### src/hw/rtl/scal_pkg.sv
`default_nettype none
package scal_pkg;

  localparam int unsigned WordW = 64;
  localparam int unsigned ScalW = 256;
  localparam int unsigned InDataW = 520;
  localparam int unsigned OutDataW = 256;

  // group order n
  localparam logic [ScalW-1:0] OrderN =
    256'hFFFFFFFF_FFFFFFFF_FFFFFFFF_FFFFFFFE_BAAEDCE6_AF48A03B_BFD25E8C_D0364141;

  typedef enum logic [1:0] {
    OP_ADD = 2'd0,
    OP_MUL = 2'd1,
    OP_NEG = 2'd2,
    OP_NOP = 2'd3
  } op_t;

  // item travelling down the double-and-add chain
  typedef struct packed {
    logic             mul;
    logic [ScalW-1:0] acc;
    logic [ScalW-1:0] y;
    logic [ScalW-1:0] x;
  } sc_item_t;

  // one subtraction of n when x >= n
  function automatic logic [ScalW-1:0] reduce_once(input logic [ScalW-1:0] x);
    logic [ScalW:0] t;
    t = {1'b0, x} - {1'b0, OrderN};
    return t[ScalW] ? x : t[ScalW-1:0];
  endfunction

  // (x + y) mod n for x, y below n
  function automatic logic [ScalW-1:0] add_mod(input logic [ScalW-1:0] x,
                                               input logic [ScalW-1:0] y);
    logic [ScalW:0]   s;
    logic [ScalW+1:0] t;
    s = {1'b0, x} + {1'b0, y};
    t = {1'b0, s} - {2'b0, OrderN};
    return t[ScalW+1] ? s[ScalW-1:0] : t[ScalW-1:0];
  endfunction

endpackage
`default_nettype wire

### src/hw/rtl/scal_front.sv
`default_nettype none
module scal_front (
  input  wire logic                     clk,
  input  wire logic                     rst_n,
  input  wire logic                     en,
  input  wire logic                     in_vld,
  input  wire logic [1:0]               in_op,
  input  wire logic [scal_pkg::ScalW-1:0] in_a,
  input  wire logic [scal_pkg::ScalW-1:0] in_b,
  output logic                          out_vld,
  output scal_pkg::sc_item_t            out_item
);

  logic                        vld1_r;
  logic [1:0]                  op1_r;
  logic [scal_pkg::ScalW-1:0]  a1_r, b1_r;
  logic                        vld2_r;
  scal_pkg::sc_item_t          item2_r, item2_nxt;

  // operand reduction stage
  always_ff @(posedge clk) begin
    if (!rst_n) begin
      vld1_r <= 1'b0;
    end else if (en) begin
      vld1_r <= in_vld;
    end
    if (en) begin
      op1_r <= in_op;
      a1_r  <= scal_pkg::reduce_once(in_a);
      b1_r  <= scal_pkg::reduce_once(in_b);
    end
  end

  // add, negate or set up the multiply
  always_comb begin
    item2_nxt.mul = 1'b0;
    item2_nxt.acc = '0;
    item2_nxt.y   = b1_r;
    item2_nxt.x   = a1_r;
    unique case (scal_pkg::op_t'(op1_r))
      scal_pkg::OP_ADD: item2_nxt.acc = scal_pkg::add_mod(a1_r, b1_r);
      scal_pkg::OP_MUL: item2_nxt.mul = 1'b1;
      scal_pkg::OP_NEG: item2_nxt.acc = (a1_r == '0) ? '0 : scal_pkg::OrderN - a1_r;
      default:          item2_nxt.acc = '0;
    endcase
  end

  always_ff @(posedge clk) begin
    if (!rst_n) begin
      vld2_r <= 1'b0;
    end else if (en) begin
      vld2_r <= vld1_r;
    end
    if (en) begin
      item2_r <= item2_nxt;
    end
  end

  assign out_vld  = vld2_r;
  assign out_item = item2_r;

endmodule
`default_nettype wire

### config.mk
export PLATFORM = sky130hd
export DESIGN_NAME = scal_front
export DESIGN_NICKNAME = d
export VERILOG_FILES = /design/src/hw/rtl/scal_pkg.sv /design/src/hw/rtl/scal_front.sv
export SDC_FILE = /design/constraint.sdc
export NUM_CORES = 2
export LEC_CHECK = 0
export ABC_AREA = 0
export BUFFER_PORTS_ARGS = -buffer_cell sky130_fd_sc_hd__buf_4
export CELL_PAD_IN_SITES_DETAIL_PLACEMENT = 1
export CELL_PAD_IN_SITES_GLOBAL_PLACEMENT = 1
export CORE_AREA = 2 2 507 509
export DETAILED_ROUTE_END_ITERATION = 6
export DIE_AREA = 0 0 509 511
export GPL_TIMING_DRIVEN = 0
export PLACE_DENSITY_LB_ADDON = 0.08
export SYNTH_ARGS = -nofsm -noshare
export SYNTH_HDL_FRONTEND = slang
export SYNTH_SLANG_ARGS = --single-unit
### constraint.sdc
create_clock -name clk -period 6.7 [get_ports clk]
set_input_delay 0.67 -clock clk [delete_from_list [all_inputs] [get_ports clk]]
set_output_delay 0.67 -clock clk [all_outputs]
set_load 0.005 [all_outputs]
==> impl_metrics.py <==
metrics = {
    "power_and_ir_drop": {
        "powerDensity_mw_per_mm2": 268,
        "peakVddDrop_v": 0.000296,
        "p_leak_nw": 45.5,
    },
    "min_path": {
        "min_to": "vld1_r",
        "hold_path_depth": 2,
        "hp-start": "rst_n",
        "worst_hold_path_type": "in2reg",
    },
    "critical_path": {
        "start_kind": "register",
        "r2r_setup_slack_ns": -1.53,
        "max_stage_delay_ns": 0.67,
        "r2r_start": "b1_r[150]",
        "path_buf_inv": 9,
        "worstRegToRegCells": 28,
        "worstSetupPathType": "reg2reg",
        "crit_family": "compound AO/OA/AOI/OAI gates",
        "crit_fanout": 7,
        "required_ns": 7.24,
        "setup.worst_path.end_class": "register",
        "cpMostUsedCell": "buf_6",
        "cp.arrival_ns": 8.77,
        "cp_slowest_cell": "or4_1",
        "r2r_end": "out_item[631]",
    },
    "placement": {
        "post-place-ws_ns": -6.11,
        "place_area_mm2": 0.102,
        "post-dp-hpwl_um": 508000,
        "io_buffers": 1285,
        "place.gp.congestion": 1.09,
    },
    "global_route": {
        "grt_max_degree": 192,
        "grt_pass1_wl_um": 819000,
        "antenna_found_initial": 87,
        "grt_use_total_pct": 46.2,
        "overflow": 0,
        "grt_pass1_vias": 92877,
    },
    "clocking": {
        "clk_latency_ns": 0.91,
        "cts.clk_slew.worst_paths_ns": 0.06,
        "cts_sinks": 1285,
        "cts.htree.levels": 4,
        "clk_path_buf_depth": 3,
        "cts_tree": "done",
        "root_buffer": "clkbuf_16",
        "cts-buffers-inserted": 145,
    },
    "flow_run": {
        "maxCapViolations": 15,
    },
    "sta": {
        "slew_viol_final": 138,
        "tns_ns": -314.22,
        "hold_slack_ns": 0.0239,
        "rsz0062_at_grt": "true",
        "tightest_slew_ns": 1.73,
        "hold_viol": 0,
        "finalClockSkew_ns": 0.0721,
        "worst_slack_ns": -1.53,
        "slew_headroom_pct": -15.0,
        "setup_viol": 262,
        "fmax_mhz": 122,
        "min_period_ns": 8.23,
        "period_share_pct": 123,
    },
    "floorplanning": {
        "die-area_mm2": 0.260,
        "initial_core_util_pct": 34.1,
        "fp.dieH_um": 511,
        "row_count": 186,
        "core_mm2": 0.255,
        "die_w_um": 509,
        "ios": 1288,
    },
    "layout": {
        "fillers": 28050,
        "final_cell_area_mm2": 0.123,
        "areaGrowthSynthToFinish_pct": 41.3,
        "drive_gt1_share_pct": 32.5,
        "layout.nets": 12132,
    },
    "routing": {
        "drt_first_pass_iters": 6,
        "drtAntennaViolNets": 0,
        "drt_first_iter_violations": 13730,
        "wl_per_cell_um": 42.1,
        "vias": 97202,
        "wl_um": 628000,
        "drc": 0,
        "viasPerCell": 6.52,
    },
    "yosys": {
        "synth_ff_type": "edfxtp_1",
        "syn-mean-instance-area_um2": 9.39,
        "synth_edf_count": 1283,
        "synth_top_cells_by_count": "edfxtp_1 (1283), nand2_1 (945), nor2_1 (864)",
        "syn_area_mm2": 0.0871,
        "synth_top_area_share_pct": 44.2,
        "ys_seq_area_share_pct": 44.3,
        "synth_most_common_cell": "edfxtp_1",
        "yosysTopAreaCell": "edfxtp_1",
        "ys_types": 114,
        "syn_nets": 10060,
        "synthCells": 9281,
        "async_flop_share_pct": 0,
        "synth_seq_cells": 1285,
        "synth_warnings": 0,
        "synth_area_leaders": "edfxtp_1 (44%), xnor2_1 (5.4%), nand2_1 (4.1%)",
    },
    "run_status": {
        "violations": "max-capacitance violations, max-slew violations, negative setup slack",
        "status": "finished with violations",
    },
}
-- worst max path at each step --
stage | start | end | slack (ns) | cells after the start
finish | b1_r[150] | out_item[631] | -1.53 | 28
detailed placement | a1_r[139] | out_item[514] | -6.11 | 21
global placement | a1_r[18] | out_item[626] | -6.92 | 23
global route | b1_r[25] | out_item[738] | -1.44 | 23
floorplan | a1_r[0] | out_item[761] | 0.02 | 22
CTS | a1_r[0] | out_item[722] | -1.19 | 27
-- layout make-up --
type	instances	area (µm²)	share of cell area, %
Multi-Input combinational cell	7465	56600	46.0
Sequential cell	1285	38600	31.3
Timing Repair Buffer	2006	16500	13.4
Tap cell	3384	4230	3.44
Clock buffer	165	3700	3.01
Buffer	296	1770	1.44
Clock inverter	94	1050	0.852
Inverter	154	578	0.470
Antenna cell	48	120	0.0976
-- metal layers --
layer,track usage [%],up-vias,part of all wire [%]
met5,0.926,-,0.089
met4,29.1,34,7.6
met3,14.2,1540,12
met2,66.8,6675,42
met1,59.5,49639,39
li1,-,39314,-
-- kinds of logic after synthesis --
logic type / Yosys count / share of synthesized area (%)
xor+xnor: 942 / 9.50
simple gates: 3906 / 22.7
fa+ha+maj: 261 / 3.76
mux: 17 / 0.201
compound gates: 2338 / 17.1
buf+inv: 532 / 2.41
flops: 1285 / 44.3
-- report_power, final --
part	leakage, nW	internal (W)	switching (W)
Sequential	12.7	0.00972	0.000644
Clock	2.30	0.00453	0.00370
Combinational	30.5	0.00490	0.00943
Total	45.5	0.0192	0.0138
-- registers in the layout, indices dropped and copies added (netlist names) --
| name | count |
|---|---|
| b1_r | 256 |
| op1_r | 2 |
| out_vld | 1 |
| out_item | 769 |
| a1_r | 256 |
| vld1_r | 1 |
-- timing repair --
| item | 4_1_cts | 5_1_grt |
|---|---|---|
| hold buffers | 2 | 0 |
| pin swaps | 372 | 242 |
| cloned | 7 | 4 |
| setup endpoints to repair | 736 | 569 |
| resized for setup | 1597 | 556 |
| endpoints found under the hold margin | 2 | 0 |
| setup buffers | 506 | 179 |
-- cells in the final DEF, fill, tap and decap left out, types with 138 or more instances in the layout --
cell / n
xnor2_1: 393
xor2_1: 309
nor4_1: 138
clkbuf_16: 155
a21oi_1: 508
inv_1: 154
a21o_1: 150
ha_1: 186
o21ai_0: 377
nor3_1: 206
clkbuf_1: 158
nor2b_1: 176
nand2_1: 900
edfxtp_1: 1283
nand4_1: 429
nor2_1: 763
buf_4: 1853
nand3_1: 257
-- per-stage QoR --
step	instances	util, %	total power [W]
final	14897	48.2	0.0329
after global placement	13950	39.6	0.0210
after detailed placement	13989	39.9	0.0210
after floorplan	9281	-	0.0153
after CTS	14698	46.6	0.0315
after global routing	14858	48.2	0.0334
No activity file was read; power rests on OpenSTA's default activity.
