`src/hw/rtl/scal_pkg.sv`:
```
`default_nettype none
package scal_pkg;

  localparam int unsigned WordW = 64;
  localparam int unsigned ScalW = 256;
  localparam int unsigned InDataW = 520;
  localparam int unsigned OutDataW = 256;

  // group order n
  localparam logic [ScalW-1:0] OrderN =
    256'hFFFFFFFF_FFFFFFFF_FFFFFFFF_FFFFFFFE_BAAEDCE6_AF48A03B_BFD25E8C_D0364141;

  typedef enum logic [1:0] {
    OP_ADD = 2'd0,
    OP_MUL = 2'd1,
    OP_NEG = 2'd2,
    OP_NOP = 2'd3
  } op_t;

  // item travelling down the double-and-add chain
  typedef struct packed {
    logic             mul;
    logic [ScalW-1:0] acc;
    logic [ScalW-1:0] y;
    logic [ScalW-1:0] x;
  } sc_item_t;

  // one subtraction of n when x >= n
  function automatic logic [ScalW-1:0] reduce_once(input logic [ScalW-1:0] x);
    logic [ScalW:0] t;
    t = {1'b0, x} - {1'b0, OrderN};
    return t[ScalW] ? x : t[ScalW-1:0];
  endfunction

  // (x + y) mod n for x, y below n
  function automatic logic [ScalW-1:0] add_mod(input logic [ScalW-1:0] x,
                                               input logic [ScalW-1:0] y);
    logic [ScalW:0]   s;
    logic [ScalW+1:0] t;
    s = {1'b0, x} + {1'b0, y};
    t = {1'b0, s} - {2'b0, OrderN};
    return t[ScalW+1] ? s[ScalW-1:0] : t[ScalW-1:0];
  endfunction

endpackage
`default_nettype wire

```
`src/hw/rtl/scal_step.sv`:
```
`default_nettype none
module scal_step (
  input  wire logic               clk,
  input  wire logic               rst_n,
  input  wire logic               en,
  input  wire logic               in_vld,
  input  wire scal_pkg::sc_item_t in_item,
  output logic                    out_vld,
  output scal_pkg::sc_item_t      out_item
);

  logic               vld_a_r, vld_b_r;
  scal_pkg::sc_item_t dbl_r, dbl_nxt, add_r, add_nxt;

  // doubling half
  always_comb begin
    dbl_nxt = in_item;
    if (in_item.mul) begin
      dbl_nxt.acc = scal_pkg::add_mod(in_item.acc, in_item.acc);
    end
  end

  // conditional add of y on the top bit of x
  always_comb begin
    add_nxt   = dbl_r;
    add_nxt.x = {dbl_r.x[scal_pkg::ScalW-2:0], 1'b0};
    if (dbl_r.mul && dbl_r.x[scal_pkg::ScalW-1]) begin
      add_nxt.acc = scal_pkg::add_mod(dbl_r.acc, dbl_r.y);
    end
  end

  always_ff @(posedge clk) begin
    if (!rst_n) begin
      vld_a_r <= 1'b0;
      vld_b_r <= 1'b0;
    end else if (en) begin
      vld_a_r <= in_vld;
      vld_b_r <= vld_a_r;
    end
    if (en) begin
      dbl_r <= dbl_nxt;
      add_r <= add_nxt;
    end
  end

  assign out_vld  = vld_b_r;
  assign out_item = add_r;

endmodule
`default_nettype wire

```
`config.mk`:
```
export PLATFORM = sky130hd
export DESIGN_NAME = scal_step
export DESIGN_NICKNAME = d
export VERILOG_FILES = /design/src/hw/rtl/scal_pkg.sv /design/src/hw/rtl/scal_step.sv
export SDC_FILE = /design/constraint.sdc
export NUM_CORES = 2
export LEC_CHECK = 0
export BUFFER_PORTS_ARGS = -buffer_cell sky130_fd_sc_hd__clkbuf_2
export CAP_MARGIN = 20
export CORE_AREA = 2 2 601 603
export DETAILED_ROUTE_END_ITERATION = 7
export DIE_AREA = 0 0 603 605
export GPL_TIMING_DRIVEN = 0
export PLACE_DENSITY_LB_ADDON = 0.05
export SKIP_CTS_REPAIR_TIMING = 1
export SYNTH_ARGS = -nofsm -noshare
export SYNTH_HDL_FRONTEND = slang
export SYNTH_SLANG_ARGS = --single-unit
```
`constraint.sdc`:
```
create_clock -name clk -period 9.9 [get_ports clk]
set_input_delay 1.98 -clock clk [delete_from_list [all_inputs] [get_ports clk]]
set_output_delay 1.98 -clock clk [all_outputs]
set_load 0.01 [all_outputs]
```
==> impl_results.rst <==
.. list-table::
   :header-rows: 1

   * - Metric
     - Value
   * - #FFs+latches synth
     - 1,539
   * - Max-slew violation count
     - 1
   * - Die Area
     - ~0.36 mm^2
   * - 1st-iter DRT viols
     - 10,456
   * - Post-Syn Instances
     - just under 9,000
   * - Clock period minus final worst setup slack
     - 10.32 ns
   * - TritonCTS clock tree
     - built
   * - Count of placed standard cells including taps
     - between 15,000 and 20,000
   * - Hold Violations, Final
     - 0
   * - Post-synthesis area per instance
     - 10.0 um^2
   * - Netlist area before placement
     - 0.0891 mm^2
   * - CTS Buffer Depth
     - 4
   * - Effective utilization at floorplan
     - 24.9%
   * - Final #Nets
     - 11,760
   * - Crit end category
     - flop
   * - Post-placement setup slack
     - -2.58 ns
   * - Status
     - complete, but fails checks
   * - Worst Hold Launch
     - add_nxt[231]
   * - Worst-Skew Late Latency
     - between 0.9 and 1 ns
   * - Fraction of final layout cells with drive strength greater than 1
     - 21.3%
   * - Buffer type at the clock tree root
     - sky130_fd_sc_hd__clkbuf_16
   * - First-pass detailed-route iteration total
     - 6
   * - I/O pins
     - about 1,500
   * - Vias/cell
     - 5.48
   * - CP max FO
     - 10
   * - Area delta synth->final
     - 24.7%
   * - Total nets after synthesis
     - 9,913
   * - Worst voltage drop across the vdd grid
     - 114 uV
   * - Initial antenna violation count
     - 134
   * - Clock-pin slew on the worst setup and hold paths
     - 0.06 ns
   * - Total length of routed wires
     - about 590 mm
   * - Pin slew with the least headroom to its limit
     - approximately 1.5 ns
   * - Pwr Total
     - 22,800 uW
   * - Failing checks
     - max-capacitance violations, max-slew violations, negative setup slack
   * - Number of global-route vias before repair
     - 81,107
   * - FILL cells
     - 37,897
   * - RR Startpoint
     - dbl_r[585]
   * - Number of clock buffers inserted by TritonCTS
     - 186
   * - Number of endpoints failing setup at the final stage
     - 66
   * - Max cap viols
     - 1
   * - Areal power density over the cells
     - a little over 200 mW/mm^2
   * - Clock sink count
     - ~1,500
   * - Die boundary width
     - 603 um
   * - Post-layout utilization of the core
     - 31.0%
   * - Worst min-delay path category
     - flop to flop
   * - Setup WS post-layout
     - -0.415 ns
   * - Routed via count
     - between 80,000 and 90,000
   * - HPWL after detailed placement
     - a little over 500 mm
   * - Crit path launch type
     - flop
   * - Routed wirelength normalized by instance count
     - ~38 um
   * - Wire length of the first global-routing pass
     - 764 mm
   * - Sequential-to-total area share from yosys stat
     - 51.9%
   * - Vertical die dimension
     - 605 um
   * - Commonest register cell after synthesis
     - sky130_fd_sc_hd__edfxtp_1
   * - PortBufs
     - between 1,500 and 2,000
   * - Library cell with the largest summed area after synthesis
     - sky130_fd_sc_hd__edfxtp_1
   * - Worst setup startpoint
     - dbl_r[585]
   * - Share of synthesized flip-flops with an asynchronous set or reset
     - 0%
   * - Cell types occupying the most area after synthesis
     - sky130_fd_sc_hd__edfxtp_1 (52%), sky130_fd_sc_hd__a21oi_1 (4.7%), sky130_fd_sc_hd__nand2_1 (4.3%)
   * - Maximum number of pins on one net before global-route repair
     - 108
   * - Fin Clk Skew
     - 0.0892 ns
   * - Required time at the endpoint of the critical path
     - ~10 ns
   * - Headroom to the max-slew limit
     - -0.641%
   * - Standard-cell row count
     - 220
   * - Global placement routability congestion
     - 1.00
   * - Leading cell types by count after synthesis
     - sky130_fd_sc_hd__edfxtp_1 (1,537), sky130_fd_sc_hd__nand2_1 (1,029), sky130_fd_sc_hd__nor2_1 (960)
   * - Area share of the largest cell type after synthesis
     - between 50% and 60%
   * - Dominant cell by count in the synthesized netlist
     - sky130_fd_sc_hd__edfxtp_1
   * - Total congestion overflow
     - 0
   * - Count of unresolved DRC violations after routing
     - 0
   * - H-tree lvl count
     - 4
   * - Type of the worst setup path
     - flop to flop
   * - Area of the core
     - ~0.36 mm^2
   * - Final ANT Viol Nets
     - 0
   * - Non-Filler Instances
     - 15,685
   * - Post-route fraction of the period consumed by the critical path
     - 104%
   * - Max frequency
     - slightly below 100 MHz
   * - Signal arrival time at the worst endpoint
     - between 10 and 15 ns
   * - Number of unique standard cell types used by synthesis
     - 117
   * - Setup TNS
     - -7.21 ns
   * - EDFF count, synth
     - 1,537
   * - Syn. warnings
     - 0
   * - GRT Overall Usage
     - 31.1%
   * - Leakage power
     - between 0.04 and 0.05 uW
[layer usage]
layer / up-vias / wire length [um] / global-route usage, % / part of all wire (%)
li1: 37204 / - / - / -
met1: 43521 / 260000 / 43.1 / 44
met2: 4408 / 251000 / 46.5 / 42
met3: 727 / 55800 / 8.35 / 9.4
met4: 86 / 24000 / 10.4 / 4.1
met5: - / 556 / 0 / 0.094
[cell usage in the layout, fill, tap and decap left out, drive strengths merged, types with 18 or more instances in the layout]
cell type / Yosys / final
a2111oi: 19 / 19
a211oi: 74 / 74
a21boi: 37 / 37
a21o: 84 / 84
a21oi: 836 / 836
a221oi: 29 / 29
a22oi: 24 / 24
a31oi: 68 / 68
and2: 77 / 77
and3: 104 / 104
and4: 44 / 44
buf: 101 / 235
clkbuf: 305 / 2055
clkinv: 0 / 67
diode: 0 / 44
edfxtp: 1537 / 1537
ha: 258 / 258
inv: 98 / 108
mux2: 20 / 20
nand2: 1030 / 1030
nand2b: 25 / 25
nand3: 281 / 281
nand3b: 23 / 23
nand4: 326 / 326
nor2: 962 / 962
nor2b: 37 / 37
nor3: 244 / 244
nor3b: 18 / 18
nor4: 142 / 142
nor4b: 20 / 20
o211ai: 71 / 71
o21a: 57 / 57
o21ai: 695 / 695
o21bai: 55 / 55
o31ai: 62 / 62
or2: 50 / 50
or3: 69 / 69
or4: 33 / 33
xnor2: 377 / 377
xor2: 328 / 328
[flip-flops by register name (all words and copies together) (netlist names)]
register,cells
vld_a_r,1
out_item,768
add_nxt,512
dbl_r,257
out_vld,1
[metrics by stage]
stage / hold WS [ns] / area, um^2
after floorplan: 0.400 / 89100
after global placement: 0.400 / 103000
after detailed placement: 0.405 / 104000
after CTS: 0.377 / 110000
after global routing: 0.383 / 111000
final: 0.382 / 111000
[worst max-delay path, cell delays in order, from the launching register on]
cell                        delay (ns)
sky130_fd_sc_hd__edfxtp_1         0.49
sky130_fd_sc_hd__ha_1             0.32
sky130_fd_sc_hd__clkbuf_1         0.35
sky130_fd_sc_hd__nand4_1          0.46
sky130_fd_sc_hd__o211ai_1         0.38
sky130_fd_sc_hd__a21oi_1          0.17
sky130_fd_sc_hd__o21ai_0          0.69
sky130_fd_sc_hd__a2bb2oi_1        0.28
sky130_fd_sc_hd__o21ai_1          0.48
sky130_fd_sc_hd__o21ai_1          0.23
sky130_fd_sc_hd__buf_2            0.30
sky130_fd_sc_hd__o221ai_2         0.47
sky130_fd_sc_hd__buf_4            0.26
sky130_fd_sc_hd__xor2_1           0.21
sky130_fd_sc_hd__and2_1           0.23
sky130_fd_sc_hd__and4_1           0.21
sky130_fd_sc_hd__clkbuf_1         0.53
sky130_fd_sc_hd__and3_1           0.49
sky130_fd_sc_hd__and4_1           0.30
sky130_fd_sc_hd__nand4_1          0.17
sky130_fd_sc_hd__o21ba_2          0.33
sky130_fd_sc_hd__buf_6            0.22
sky130_fd_sc_hd__nor3b_4          0.75
sky130_fd_sc_hd__buf_2            0.55
sky130_fd_sc_hd__nand3_1          0.18
sky130_fd_sc_hd__xnor2_1          0.47
sky130_fd_sc_hd__o21ai_0          0.39
[final cells by class]
cell class	instances	area, um^2	share of cell area (%)
multi-input cells	6837	41600	37.5
inverters	98	368	0.331
plain buffers	404	1760	1.58
clock inverters	100	963	0.867
clock buffers	228	4850	4.37
flip-flops and latches	1539	46200	41.6
repair buffers	1662	9240	8.32
well taps	4773	5970	5.38
diodes	44	110	0.0991
[power breakdown]
part,internal (uW),switching [uW]
Sequential,7890,428
Clock,3830,2940
Combinational,2080,5600
Total,13800,8970
[cell families after synthesis]
kind of cell | after synthesis | share of synthesized area, %
fa+ha+maj | 259 | 3.65
buf+inv | 505 | 2.30
flops | 1539 | 51.9
simple gates | 3519 | 19.0
compound gates | 2319 | 15.8
mux | 34 | 0.410
xor+xnor | 705 | 6.94
other cells | 1 | 0.00421
[worst paths after layout]
| kind | to | slack (ns) | cells after the start |
|---|---|---|---|
| hold / removal | out_item[231] | 0.38 | 0 |
| hold reg to reg | out_item[231] | 0.38 | 0 |
| setup / recovery | out_item[698] | -0.42 | 26 |
| setup reg to reg | out_item[698] | -0.42 | 26 |
(Power assumes the default switching activity.)
